## src/rtl/egc_pkg.sv

```systemverilog
// Package for the elevator group controller: constants and payload structs.
// No dependencies.
package egc_pkg;
	localparam int CARS_DEF   = 4;
	localparam int FLOORS_DEF = 32;
	localparam int POS_W      = 17;
	localparam logic [POS_W-1:0] POS_MAX = 17'h1FFFF;

	localparam logic [1:0] DIR_STOP = 2'd0;
	localparam logic [1:0] DIR_UP   = 2'd1;
	localparam logic [1:0] DIR_DOWN = 2'd2;

	localparam logic [1:0] MODE_TICK = 2'd0;
	localparam logic [1:0] MODE_CALL = 2'd1;
	localparam logic [1:0] MODE_DEST = 2'd2;

	localparam logic [2:0] REG_ACTIVE = 3'd0;
	localparam logic [2:0] REG_FLOORS = 3'd1;
	localparam logic [2:0] REG_HEIGHT = 3'd2;
	localparam logic [2:0] REG_SPEED  = 3'd3;
	localparam logic [2:0] REG_DWELL  = 3'd4;
	localparam logic [2:0] REG_MAXST  = 3'd5;
	localparam logic [2:0] REG_GROUND = 3'd6;

	typedef struct packed {
		logic [1:0] mode;
		logic [5:0] floor;
		logic [2:0] car;
	} in_item_t;

	typedef struct packed {
		logic [2:0]       car_index;
		logic [POS_W-1:0] car_height;
		logic [1:0]       direction;
		logic             arrived;
		logic             accepted;
		logic             last;
	} out_item_t;
endpackage

```

## src/rtl/elevator_group_controller_top.sv

```systemverilog
// Elevator group controller top level: sequencer, car state memory, dispatch scan.
// Depends on egc_pkg.
//
// Each car's state (position, stop sets, heading, dwell) is one word of a
// synchronous memory with a registered read; items are handled one at a
// time by a sequencer that visits the cars in turn. A hall call scans every
// active car and then updates the chosen one; a cabin destination updates its
// named car without a scan; a tick does a read-modify-write per car, preceded
// with ground return by a ground-return scan. The per-car memory port and the
// one-car-per-step scan set how long each item takes. After reset a clearing
// pass writes every car entry, during which no item is taken.
module elevator_group_controller_top
	import egc_pkg::*;
#(
	parameter int CARS   = CARS_DEF,
	parameter int FLOORS = FLOORS_DEF
) (
	input  logic      clk,
	input  logic      arst_n,
	input  logic      in_valid,
	output logic      in_ready,
	input  in_item_t  in_data,
	output logic      out_valid,
	input  logic      out_ready,
	output out_item_t out_data,
	input  logic      cfg_we,
	input  logic [2:0]  cfg_index,
	input  logic [15:0] cfg_data
);
	localparam int CW = (CARS > 1) ? $clog2(CARS) : 1;
	localparam int FW = FLOORS;

	typedef struct packed {
		logic [POS_W-1:0] pos;
		logic [FW-1:0]    up;
		logic [FW-1:0]    dn;
		logic [FW-1:0]    pk;
		logic [1:0]       hd;
		logic [15:0]      dw;
	} car_t;

	typedef enum logic [9:0] {
		S_CLR   = 10'b0000000001,
		S_IDLE  = 10'b0000000010,
		S_SRD   = 10'b0000000100,
		S_SCMP  = 10'b0000001000,
		S_SDONE = 10'b0000010000,
		S_URD   = 10'b0000100000,
		S_UMOD  = 10'b0001000000,
		S_UWR   = 10'b0010000000,
		S_OUT   = 10'b0100000000,
		S_GRD   = 10'b1000000000
	} state_t;

	state_t state_q;
	car_t mem [CARS];
	car_t rd_q;
	logic [CW-1:0] raddr;
	logic ren, wen;
	logic [CW-1:0] waddr;
	car_t wdata;

	logic [3:0]  active_q;
	logic [5:0]  floors_q;
	logic [11:0] fh_q, speed_q;
	logic [15:0] dwell_q;
	logic [5:0]  maxst_q;
	logic        ground_q;

	in_item_t  item_q;
	out_item_t res_q;
	logic [CW-1:0] idx_q;
	logic [CW:0]   ncars;
	logic          best_ok_q;
	logic [CW-1:0] best_q;
	logic [POS_W-1:0] bestd_q;
	logic          at_ground_q;
	logic          gr_phase_q;   // tick: scanning for ground-return car

	always_ff @(posedge clk) begin
		if (wen) mem[waddr] <= wdata;
		if (ren) rd_q <= mem[raddr];
	end

	always_comb begin
		ncars = (active_q == 4'd0) ? (CW+1)'(1) :
			(32'(active_q) > CARS) ? (CW+1)'(CARS) : (CW+1)'(active_q);
	end

	function automatic logic [POS_W-1:0] height_of(input logic [5:0] f,
		input logic [11:0] h);
		logic [17:0] p;
		p = 18'(f) * 18'(h);
		return (p > 18'(POS_MAX)) ? POS_MAX : p[POS_W-1:0];
	endfunction

	function automatic logic [FW-1:0] bit_of(input logic [5:0] f);
		logic [5:0] s;
		s = f - 6'd1;
		return (32'(s) < FW) ? (FW'(1) << s) : '0;
	endfunction

	function automatic logic [6:0] pop(input logic [FW-1:0] v);
		logic [6:0] c;
		c = '0;
		for (int i = 0; i < FW; i++) c = c + 7'(v[i]);
		return c;
	endfunction

	function automatic logic [5:0] low_f(input logic [FW-1:0] s);
		logic [5:0] f;
		f = 6'd1;
		for (int i = FW-1; i >= 0; i--) if (s[i]) f = 6'(i+1);
		return f;
	endfunction

	function automatic logic [5:0] high_f(input logic [FW-1:0] s);
		logic [5:0] f;
		f = 6'd0;
		for (int i = 0; i < FW; i++) if (s[i]) f = 6'(i+1);
		return f;
	endfunction

	logic [5:0] flim;
	logic fok;
	logic [POS_W-1:0] tgt, span;
	logic elig;
	logic full;
	always_comb begin
		flim = (32'(floors_q) > FLOORS) ? 6'(FLOORS) : floors_q;
		fok  = (item_q.floor != 6'd0) && (item_q.floor <= flim);
		tgt  = height_of(gr_phase_q ? 6'd1 : item_q.floor, fh_q);
		span = (rd_q.pos > tgt) ? rd_q.pos - tgt : tgt - rd_q.pos;
		elig = !((rd_q.hd == DIR_UP && rd_q.pos > tgt) ||
			(rd_q.hd == DIR_DOWN && rd_q.pos < tgt));
		full = (pop(rd_q.up) + pop(rd_q.dn)) >= 7'(maxst_q);
	end

	// call or destination applied to the chosen car
	car_t mod_car;
	logic mod_acc;
	always_comb begin
		logic [POS_W-1:0] t;
		mod_car = rd_q;
		mod_acc = 1'b0;
		t = height_of(item_q.floor, fh_q);
		if (fok && !full) begin
			if (item_q.mode == MODE_CALL) mod_acc = 1'b1;
			if (t > rd_q.pos) begin
				mod_car.up = rd_q.up | bit_of(item_q.floor);
				if (item_q.mode == MODE_CALL)
					mod_car.pk = rd_q.pk | bit_of(item_q.floor);
				mod_acc = 1'b1;
			end else if (t < rd_q.pos) begin
				mod_car.dn = rd_q.dn | bit_of(item_q.floor);
				if (item_q.mode == MODE_CALL)
					mod_car.pk = rd_q.pk | bit_of(item_q.floor);
				mod_acc = 1'b1;
			end
		end
	end

	// tick update of one car
	car_t upd;
	logic upd_arr;
	always_comb begin
		logic [1:0] h;
		logic [5:0] f;
		logic [POS_W-1:0] t, d, st;
		logic [15:0] dw;
		upd = rd_q;
		upd_arr = 1'b0;
		st = (speed_q == 12'd0) ? POS_W'(1) : POS_W'(speed_q);
		if (rd_q.up == '0 && rd_q.dn == '0) h = DIR_STOP;
		else if (rd_q.hd == DIR_UP && rd_q.up != '0) h = DIR_UP;
		else if (rd_q.hd == DIR_DOWN && rd_q.dn != '0) h = DIR_DOWN;
		else if (rd_q.up != '0) h = DIR_UP;
		else h = DIR_DOWN;
		upd.hd = h;
		dw = (rd_q.dw != 16'd0) ? rd_q.dw - 16'd1 : 16'd0;
		upd.dw = dw;
		f = (h == DIR_UP) ? low_f(rd_q.up) : high_f(rd_q.dn);
		t = height_of(f, fh_q);
		d = (rd_q.pos > t) ? rd_q.pos - t : t - rd_q.pos;
		if (h != DIR_STOP && dw == 16'd0) begin
			if (d >= st) begin
				upd.pos = (rd_q.pos < t) ? rd_q.pos + st : rd_q.pos - st;
			end else begin
				upd.pos = t;
				if (h == DIR_UP) upd.up = rd_q.up & ~bit_of(f);
				else upd.dn = rd_q.dn & ~bit_of(f);
				upd.pk = rd_q.pk & ~bit_of(f);
				upd.dw = dwell_q;
				upd_arr = 1'b1;
			end
		end
	end

	assign in_ready  = (state_q == S_IDLE);
	assign out_valid = (state_q == S_OUT);
	assign out_data  = res_q;

	always_comb begin
		ren = 1'b0; raddr = idx_q; wen = 1'b0; waddr = idx_q; wdata = upd;
		case (state_q)
			S_CLR: begin
				wen = 1'b1;
				wdata = '{pos: height_of(6'd1, fh_q), up: '0, dn: '0, pk: '0,
					hd: DIR_STOP, dw: 16'd0};
			end
			S_SRD, S_URD: ren = 1'b1;
			S_SDONE: begin
				raddr = best_q;
				ren = 1'b1;
			end
			S_GRD: begin
				// ground stop lands before the first tick read
				wen = !at_ground_q && best_ok_q;
				waddr = best_q;
				wdata = rd_q;
				wdata.dn = rd_q.dn | bit_of(6'd1);
			end
			S_UMOD: begin
				if (item_q.mode != MODE_TICK) begin
					wen = 1'b1;
					waddr = best_q;
					wdata = mod_car;
				end
			end
			S_UWR: wen = 1'b1;
			default: ;
		endcase
	end

	always_ff @(posedge clk or negedge arst_n) begin
		if (!arst_n) begin
			state_q <= S_CLR; idx_q <= '0;
			active_q <= 4'd4; floors_q <= 6'd32; fh_q <= 12'd300; speed_q <= 12'd50;
			dwell_q <= 16'd10; maxst_q <= 6'd8; ground_q <= 1'b0;
			best_ok_q <= 1'b0; best_q <= '0; bestd_q <= '0; at_ground_q <= 1'b0;
			gr_phase_q <= 1'b0;
		end else begin
			if (cfg_we) begin
				case (cfg_index)
					REG_ACTIVE: active_q <= cfg_data[3:0];
					REG_FLOORS: floors_q <= cfg_data[5:0];
					REG_HEIGHT: fh_q <= cfg_data[11:0];
					REG_SPEED:  speed_q <= cfg_data[11:0];
					REG_DWELL:  dwell_q <= cfg_data;
					REG_MAXST:  maxst_q <= cfg_data[5:0];
					REG_GROUND: ground_q <= cfg_data[0];
					default: ;
				endcase
			end
			case (state_q)
				S_CLR: begin
					idx_q <= idx_q + CW'(1);
					if (32'(idx_q) == CARS-1) begin
						idx_q <= '0;
						state_q <= S_IDLE;
					end
				end
				S_IDLE: if (in_valid) begin
					item_q <= in_data;
					idx_q <= '0; best_ok_q <= 1'b0; at_ground_q <= 1'b0;
					if (in_data.mode == MODE_TICK) begin
						gr_phase_q <= ground_q;
						state_q <= ground_q ? S_SRD : S_URD;
					end else if (in_data.mode == MODE_CALL) begin
						gr_phase_q <= 1'b0;
						state_q <= S_SRD;
					end else if (in_data.mode == MODE_DEST) begin
						gr_phase_q <= 1'b0;
						best_q <= CW'(in_data.car);
						best_ok_q <= 1'b1;
						if ({1'b0, in_data.car} >= 4'(ncars)) begin
							res_q <= '{car_index: in_data.car, car_height: '0,
								direction: DIR_STOP, arrived: 1'b0, accepted: 1'b0,
								last: 1'b1};
							state_q <= S_OUT;
						end else state_q <= S_SDONE;
					end else begin
						res_q <= '{car_index: '0, car_height: '0, direction: DIR_STOP,
							arrived: 1'b0, accepted: 1'b0, last: 1'b1};
						state_q <= S_OUT;
					end
				end
				S_SRD: state_q <= S_SCMP;
				S_SCMP: begin
					if (rd_q.pos == POS_W'(fh_q)) at_ground_q <= 1'b1;
					if ((elig || ncars == (CW+1)'(1)) && (!best_ok_q || span < bestd_q)) begin
						best_ok_q <= 1'b1; best_q <= idx_q; bestd_q <= span;
					end
					if ((CW+1)'(idx_q) + (CW+1)'(1) >= ncars) begin
						state_q <= S_SDONE;
					end else begin
						idx_q <= idx_q + CW'(1);
						state_q <= S_SRD;
					end
				end
				S_SDONE: begin
					// read of the chosen car issued this cycle
					if (gr_phase_q) state_q <= S_GRD;
					else if (!fok && item_q.mode == MODE_CALL || !best_ok_q) begin
						res_q <= '{car_index: '0, car_height: '0, direction: DIR_STOP,
							arrived: 1'b0, accepted: 1'b0, last: 1'b1};
						state_q <= S_OUT;
					end else state_q <= S_UMOD;
					idx_q <= '0;
				end
				S_GRD: begin
					state_q <= S_UMOD;
					gr_phase_q <= 1'b0;
				end
				S_UMOD: begin
					if (item_q.mode == MODE_TICK) begin
						state_q <= S_URD;
					end else begin
						if (item_q.mode == MODE_CALL && (full || !fok))
							res_q <= '{car_index: '0, car_height: '0, direction: DIR_STOP,
								arrived: 1'b0, accepted: 1'b0, last: 1'b1};
						else
							res_q <= '{car_index: 3'(best_q), car_height: rd_q.pos,
								direction: rd_q.hd, arrived: 1'b0, accepted: mod_acc,
								last: 1'b1};
						state_q <= S_OUT;
					end
				end
				S_URD: state_q <= S_UWR;
				S_UWR: begin
					res_q <= '{car_index: 3'(idx_q), car_height: upd.pos,
						direction: upd.hd, arrived: upd_arr, accepted: 1'b0,
						last: ((CW+1)'(idx_q) + (CW+1)'(1) >= ncars)};
					state_q <= S_OUT;
				end
				S_OUT: if (out_ready) begin
					if (item_q.mode == MODE_TICK && !res_q.last) begin
						idx_q <= idx_q + CW'(1);
						state_q <= S_URD;
					end else state_q <= S_IDLE;
				end
				default: state_q <= S_IDLE;
			endcase
		end
	end
endmodule
```

## config.mk

```make
export PLATFORM = sky130hd
export DESIGN_NAME = elevator_group_controller_top
export DESIGN_NICKNAME = d
export VERILOG_FILES = /design/src/rtl/egc_pkg.sv /design/src/rtl/elevator_group_controller_top.sv
export SDC_FILE = /design/constraint.sdc
export NUM_CORES = 2
export LEC_CHECK = 0
export ABC_AREA = 1
export BUFFER_PORTS_ARGS = -buffer_cell sky130_fd_sc_hd__buf_4
export CAP_MARGIN = 15
export CORE_AREA = 10 10 314 316
export DETAILED_ROUTE_END_ITERATION = 10
export DIE_AREA = 0 0 324 326
export MAX_ROUTING_LAYER = met4
export SETUP_SLACK_MARGIN = 0.05
export SYNTH_ARGS = -nofsm -noshare
export SYNTH_HDL_FRONTEND = slang
export SYNTH_SLANG_ARGS = --single-unit
```

## constraint.sdc

```tcl
create_clock -name clk -period 12.2 [get_ports clk]
set_clock_uncertainty 0.1 [all_clocks]
set_input_delay 2.44 -clock clk [delete_from_list [all_inputs] [get_ports clk]]
set_output_delay 2.44 -clock clk [all_outputs]
set_load 0.02 [all_outputs]
```

Word level (Yosys, flattened, before mapping) --
Memory sizes are Yosys's and may differ from the RTL's. A register that Yosys moved wholly into a read port is not among the register bits. Index checks and enable logic that the tools add are counted.
Storage, ports and cells: register bits after elaboration 124, memory bits (writable) 524, input port bits 35, output and inout bits 27, logic and storage cells 390, memories 1
Operators by class: add/subtract/negate cells 74, multiply operators 3, order comparisons 19, eq/ne operators 40, shifts and indexed selects 2, multiplexer cells 162, bitwise operators 7, reduce and logical (&&, ||, !) cells 60
Memories:
- mem | words 4, width 131, read ports 1, clocked after Yosys merged registers in 1, write ports 1, line elevator_group_controller_top.sv:56 | car_t mem [CARS];
Operators with widths (count):
- $mux W6 | 68
- $pmux W131 S3 | 1
- $add A7 B1 Y7 | 50
- $mux W32 | 8
- $mux W25 | 8
- $mux W96 | 2
- $mux W131 | 1
- $mux W17 | 7
- $mux W113 | 1
- $pmux W10 S10 | 1
- $pmux W25 S4 | 1
- $and A32 B32 Y32 | 3
- $or A32 B32 Y32 | 3
- $mux W10 | 7
- $lt A17 B17 Y1 | 4
- $sub A17 B17 Y17 | 4
- $logic_not A32 Y1 | 2
- $mux W64 | 1
- $reduce_bool A32 Y1 | 2
- $shl A1 B6 Y32 const A | 2
- $gt A18 B17 Y1 const B | 3
- $mul A6 B12 Y18 | 3
- $gt A17 B17 Y1 | 3
- $mux W16 | 3
- 72 further kinds | 179

Longest topological paths before layout --
depth after elaboration 43, depth in mapped cells 99, mapped depth without buffers 96

Least setup slack after synthesis --
OpenSTA, ideal clock, no wires.
path kind register to register, from register rd_q[50] (netlist name), to memory mem[0][12] in the netlist's numbering, data pin, setup time 0.274 ns, data arrival time 10.827 ns, data required time 11.826 ns, slack 1.000 ns, cell stages (with the launch flop) 94, path buffers 6, cells stage by stage edfxtp_1 -> ha_1 -> o21ai_0 -> nand2_1 -> nand2_1 -> nand2_1 -> nand2_1 -> nand2_1 -> nand2_1 -> nand2_1 -> nand2_1 -> nand2_1 -> nand2_1 -> nand2_1 -> nand2_1 -> nand2_1 -> nand2_1 -> nand2_1 -> [... 58 more ...] -> a21oi_1 -> o21bai_1 -> a21oi_1 -> nor2_1 -> nor2_1 -> o21ai_0 -> nand2_1 -> nand2_1 -> a211oi_1 -> nand2_1 -> nor3_2 -> nand2_4 -> nor2_8 -> inv_2 -> buf_6 -> buf_6 -> o211ai_2 -> o21ai_1
RTL lines (line):
- end: declaration | elevator_group_controller_top.sv:56

Final worst setup path --
from register rd_q[50] (netlist name), to register res_q, in the netlist out_data[21], data pin
On the way: word-level cells in the longest chain between the ends 42, elaborated cells between the ends (all ways) 93, classes of those cells add/sub: 34; mul: 1; order compare: 5; eq/ne: 1; mux: 44; reduce/logical: 8
Ends and longest elaborated chain:
- branches (longest 41 deep; another with $add A6 B1 Y7)
- $pmux W25 S4 * | line elevator_group_controller_top.sv:255 | case (state_q)
- end signal: assignment | line elevator_group_controller_top.sv:277 | res_q <= '{car_index: in_data.car, car_height: '0,
- end signal: assignment | line elevator_group_controller_top.sv:283 | res_q <= '{car_index: '0, car_height: '0, direction: DIR_STOP,
- end signal: assignment | line elevator_group_controller_top.sv:305 | res_q <= '{car_index: '0, car_height: '0, direction: DIR_STOP,
- end: declaration | line elevator_group_controller_top.sv:71 | out_item_t res_q;
Mark *: on every way between the ends. The select of a mux whose other input is x is not followed. A chain may end at the register's enable or synchronous reset.

==> flow_summary.toml <==
[status]
status = "completed"

[clocking]
htree_levels = 3
clock_latency_ns = 0.64
root_buffer = "clkbuf_16"
clockBufferDepth = 3
cts_buffers = 73
path_clk_slew_ns = 0.05
cts_sinks = 619
cts_tree = "yes"
ctsHoldBuffers = 0

[sta]
finalSetupViolations = 0
tightest_slew_ns = 1.18
fin_ws_ns = 0.445
fin_crit_sh_pct = 96.3
slew_violations = 0
period_needed_ns = 11.75
max_freq_mhz = 85.1
hold_viol = 0
maxSlewHeadroom_pct = 21.4

[routing]
wl_mm = 151
wl_per_cell_um = 25.1
ant_nets = 0
num_vias = 35000
drtPass1Iterations = 6
drt_iter0_drc = 3629
viasPerCell = 5.80
drc = 0

[global_route]
grt_max_degree = 118
grt_pass1_wl_mm = 221
antenna_found_initial = 4
grt_pass1_vias = 33000
gr-total-overflow = 0
track_usage_pct = 28.9

[worst_setup_path]
critPathKind = "flip-flop to flip-flop"
required_ns = 12.48
cpMostUsedCell = "a21oi_2"
critPathSlowestCell = "fa_1"
end_kind = "flip-flop"
path_max_fanout = 11
reg2reg_slack_ns = 0.45
start_kind = "flip-flop"
reg2reg_to = "out_data[21]"
rr_worst_depth = 75
r2r_start = "rd_q[50]"
critPathArrivalTime_ns = 12.04
worst_path_largest_cell_delay_ns = 0.54

[placed_design]
place_ws_ns = 0.115
io_buffer_count = 61
gp_congestion = 1.06
placedCellCount = 5828
dp_hpwl_mm = 111

[synth]
ys_seq_elements = 619
synth-edff-count = 528
async_flop_share_pct = 14.7
synth_seq_area_share_pct = 44.0
netlist_area_um2 = 41300
syn-num-nets = 5046
ys.warnings.count = 0
avgSynthCellArea_um2 = 9.01
ys.flop_type = "edfxtp_1"
synthDistinctLibCells = 64
synth_cells = 4581

[floorplan]
fp.dieW_um = 324
die-area_um2 = 106000
chipHeight_um = 326
rows = 112
core_um2 = 92500
initial_core_util_pct = 44.6
ioPinCount = 62

[worst_hold_path]
hold_start = "maxst_q[1]"
hold_path_class = "flip-flop to flip-flop"
hold_path_end = "maxst_q[1]"
hold-path-cell-count = 2

[finish]
drive_above_1_share_pct = 13.0
finalNonFillerCells = 6027
syn2layout_area_growth_pct = 15.4
final_net_count = 5237
utilization_pct = 51.5

[run]
cap_violations = 0
[how the worst max path moves through the flow]
stage             start           end  slack, ns  cells past startpoint
2_1_floorplan  rd_q[50]    mem[0][12]        1.0                     93
3_3_place_gp   rd_q[92]   mem[0][119]       0.28                     72
3_5_place_dp   rd_q[50]   mem[0][119]       0.11                     73
4_1_cts        rd_q[50]   mem[3][119]       0.08                     73
5_1_grt        rd_q[50]  out_data[21]       -0.1                     93
6_report       rd_q[50]  out_data[21]       0.45                     75
[state kept, by name, summed over array words and instances, names as in the netlist]
| register | cells |
|---|---|
| out_data | 25 |
| ground_q | 1 |
| floors_q | 6 |
| mod_car | 35 |
| mem | 396 |
| speed_q | 12 |
| fh_q | 12 |
| best_q | 2 |
| active_q | 4 |
| idx_q | 2 |
| at_ground_q | 1 |
| maxst_q | 6 |
| best_ok_q | 1 |
| dwell_q | 16 |
| rd_q | 64 |
| bestd_q | 17 |
| state_q | 10 |
| gr_phase_q | 1 |
| item_q | 8 |
[metrics by stage]
stage	hold slack, ns	TNS, ns	cell area [um^2]
final	0.383	0	47600
after global routing	0.402	-1.10	47600
after CTS	0.387	0	46200
after detailed placement	0.373	0	43800
after global placement	0.368	0	43800
after floorplan	0.349	0	41300
[cell families (layout without fill, tap and decap cells)]
| group | Yosys count | count (layout) | synth area share [%] |
|---|---|---|---|
| xor gates and xnor gates | 98 | 98 | 2.08 |
| muxes | 12 | 12 | 0.312 |
| DFF | 619 | 619 | 44.0 |
| other | 0 | 4 | 0 |
| buffers and inverters | 877 | 1121 | 8.10 |
| AOI/OAI and AO/OA | 970 | 970 | 13.6 |
| and+or+nand+nor | 1575 | 1576 | 15.6 |
| adders and majority gates | 430 | 430 | 16.4 |
[synth_stat cells, types with 3 or more instances]
| cell | instances | share of area [%] |
|---|---|---|
| a211oi_1 | 6 | 0.11 |
| a21boi_0 | 9 | 0.16 |
| a21o_1 | 16 | 0.29 |
| a21oi_1 | 179 | 2.2 |
| a221oi_1 | 3 | 0.064 |
| a22oi_1 | 14 | 0.25 |
| a31oi_1 | 12 | 0.18 |
| a32oi_1 | 9 | 0.19 |
| buf_1 | 3 | 0.027 |
| buf_2 | 7 | 0.085 |
| buf_6 | 5 | 0.14 |
| clkbuf_1 | 150 | 1.4 |
| clkinv_1 | 10 | 0.091 |
| dfrtp_1 | 78 | 4.7 |
| dfstp_2 | 13 | 0.83 |
| edfxtp_1 | 528 | 38 |
| fa_1 | 182 | 8.8 |
| ha_1 | 248 | 7.5 |
| inv_1 | 695 | 6.3 |
| inv_2 | 5 | 0.045 |
| mux2_2 | 7 | 0.19 |
| mux2i_1 | 5 | 0.12 |
| nand2_1 | 727 | 6.6 |
| nand2_4 | 4 | 0.11 |
| nand3_1 | 145 | 1.8 |
| nand4_1 | 41 | 0.62 |
| nor2_1 | 561 | 5.1 |
| nor3_1 | 45 | 0.55 |
| nor4_1 | 36 | 0.55 |
| o211ai_1 | 26 | 0.47 |
| o211ai_2 | 4 | 0.12 |
| o21a_1 | 4 | 0.073 |
| o21ai_0 | 458 | 5.6 |
| o21ai_1 | 11 | 0.13 |
| o21ai_2 | 4 | 0.085 |
| o21bai_1 | 37 | 0.67 |
| o221ai_1 | 10 | 0.21 |
| o22ai_1 | 131 | 2.0 |
| o31ai_1 | 5 | 0.091 |
| o32ai_1 | 17 | 0.36 |
| or2_2 | 6 | 0.091 |
| xnor2_1 | 20 | 0.42 |
| xor2_1 | 78 | 1.7 |
[worst max-delay path, delay by kind of cell, from the launching register on]
kind,cells,cell delay (ns)
xor gates and xnor gates,2,0.26
adders and majority gates,7,2.46
AOI/OAI and AO/OA,28,4.07
and+or+nand+nor,23,2.21
DFF,1,0.47
buffers and inverters,15,1.91
[layer usage]
layer  wire [um]  track usage [%]  up-vias
met1       64200             38.6    17300
met3       11600             4.40      300
met2       69600             44.8     1523
met4        5940             9.56        0
li1            -                -    15800
met5           0                -        -
[what timing repair did]
action,4_1_cts,5_1_grt
buffers inserted,0,63
resized for setup,0,244
endpoints found under the setup margin,0,426
[placed cells by master (no fill, tap or decap), types with 126 or more instances in the layout]
| cell type | instances |
|---|---|
| edfxtp_1 | 528 |
| nand3_1 | 135 |
| a21oi_1 | 165 |
| buf_4 | 265 |
| inv_1 | 672 |
| nor2_1 | 519 |
| o21ai_0 | 432 |
| nand2_1 | 691 |
| o22ai_1 | 126 |
| fa_1 | 181 |
| ha_1 | 229 |
[area by class of cell]
| class | instances | area (um^2) |
|---|---|---|
| fillers | 8648 | 44900 |
| multi-input cells | 3086 | 20600 |
| flip-flops and latches | 619 | 18100 |
| inverters | 711 | 2730 |
| repair buffers | 281 | 2240 |
| clock buffers | 91 | 1920 |
| well taps | 1197 | 1500 |
| clock inverters | 38 | 439 |
| diodes | 4 | 10.0 |
Power is left out: the tool's default activity adds up to more than one toggle a clock period on the data nets, which glitch-free logic cannot reach.
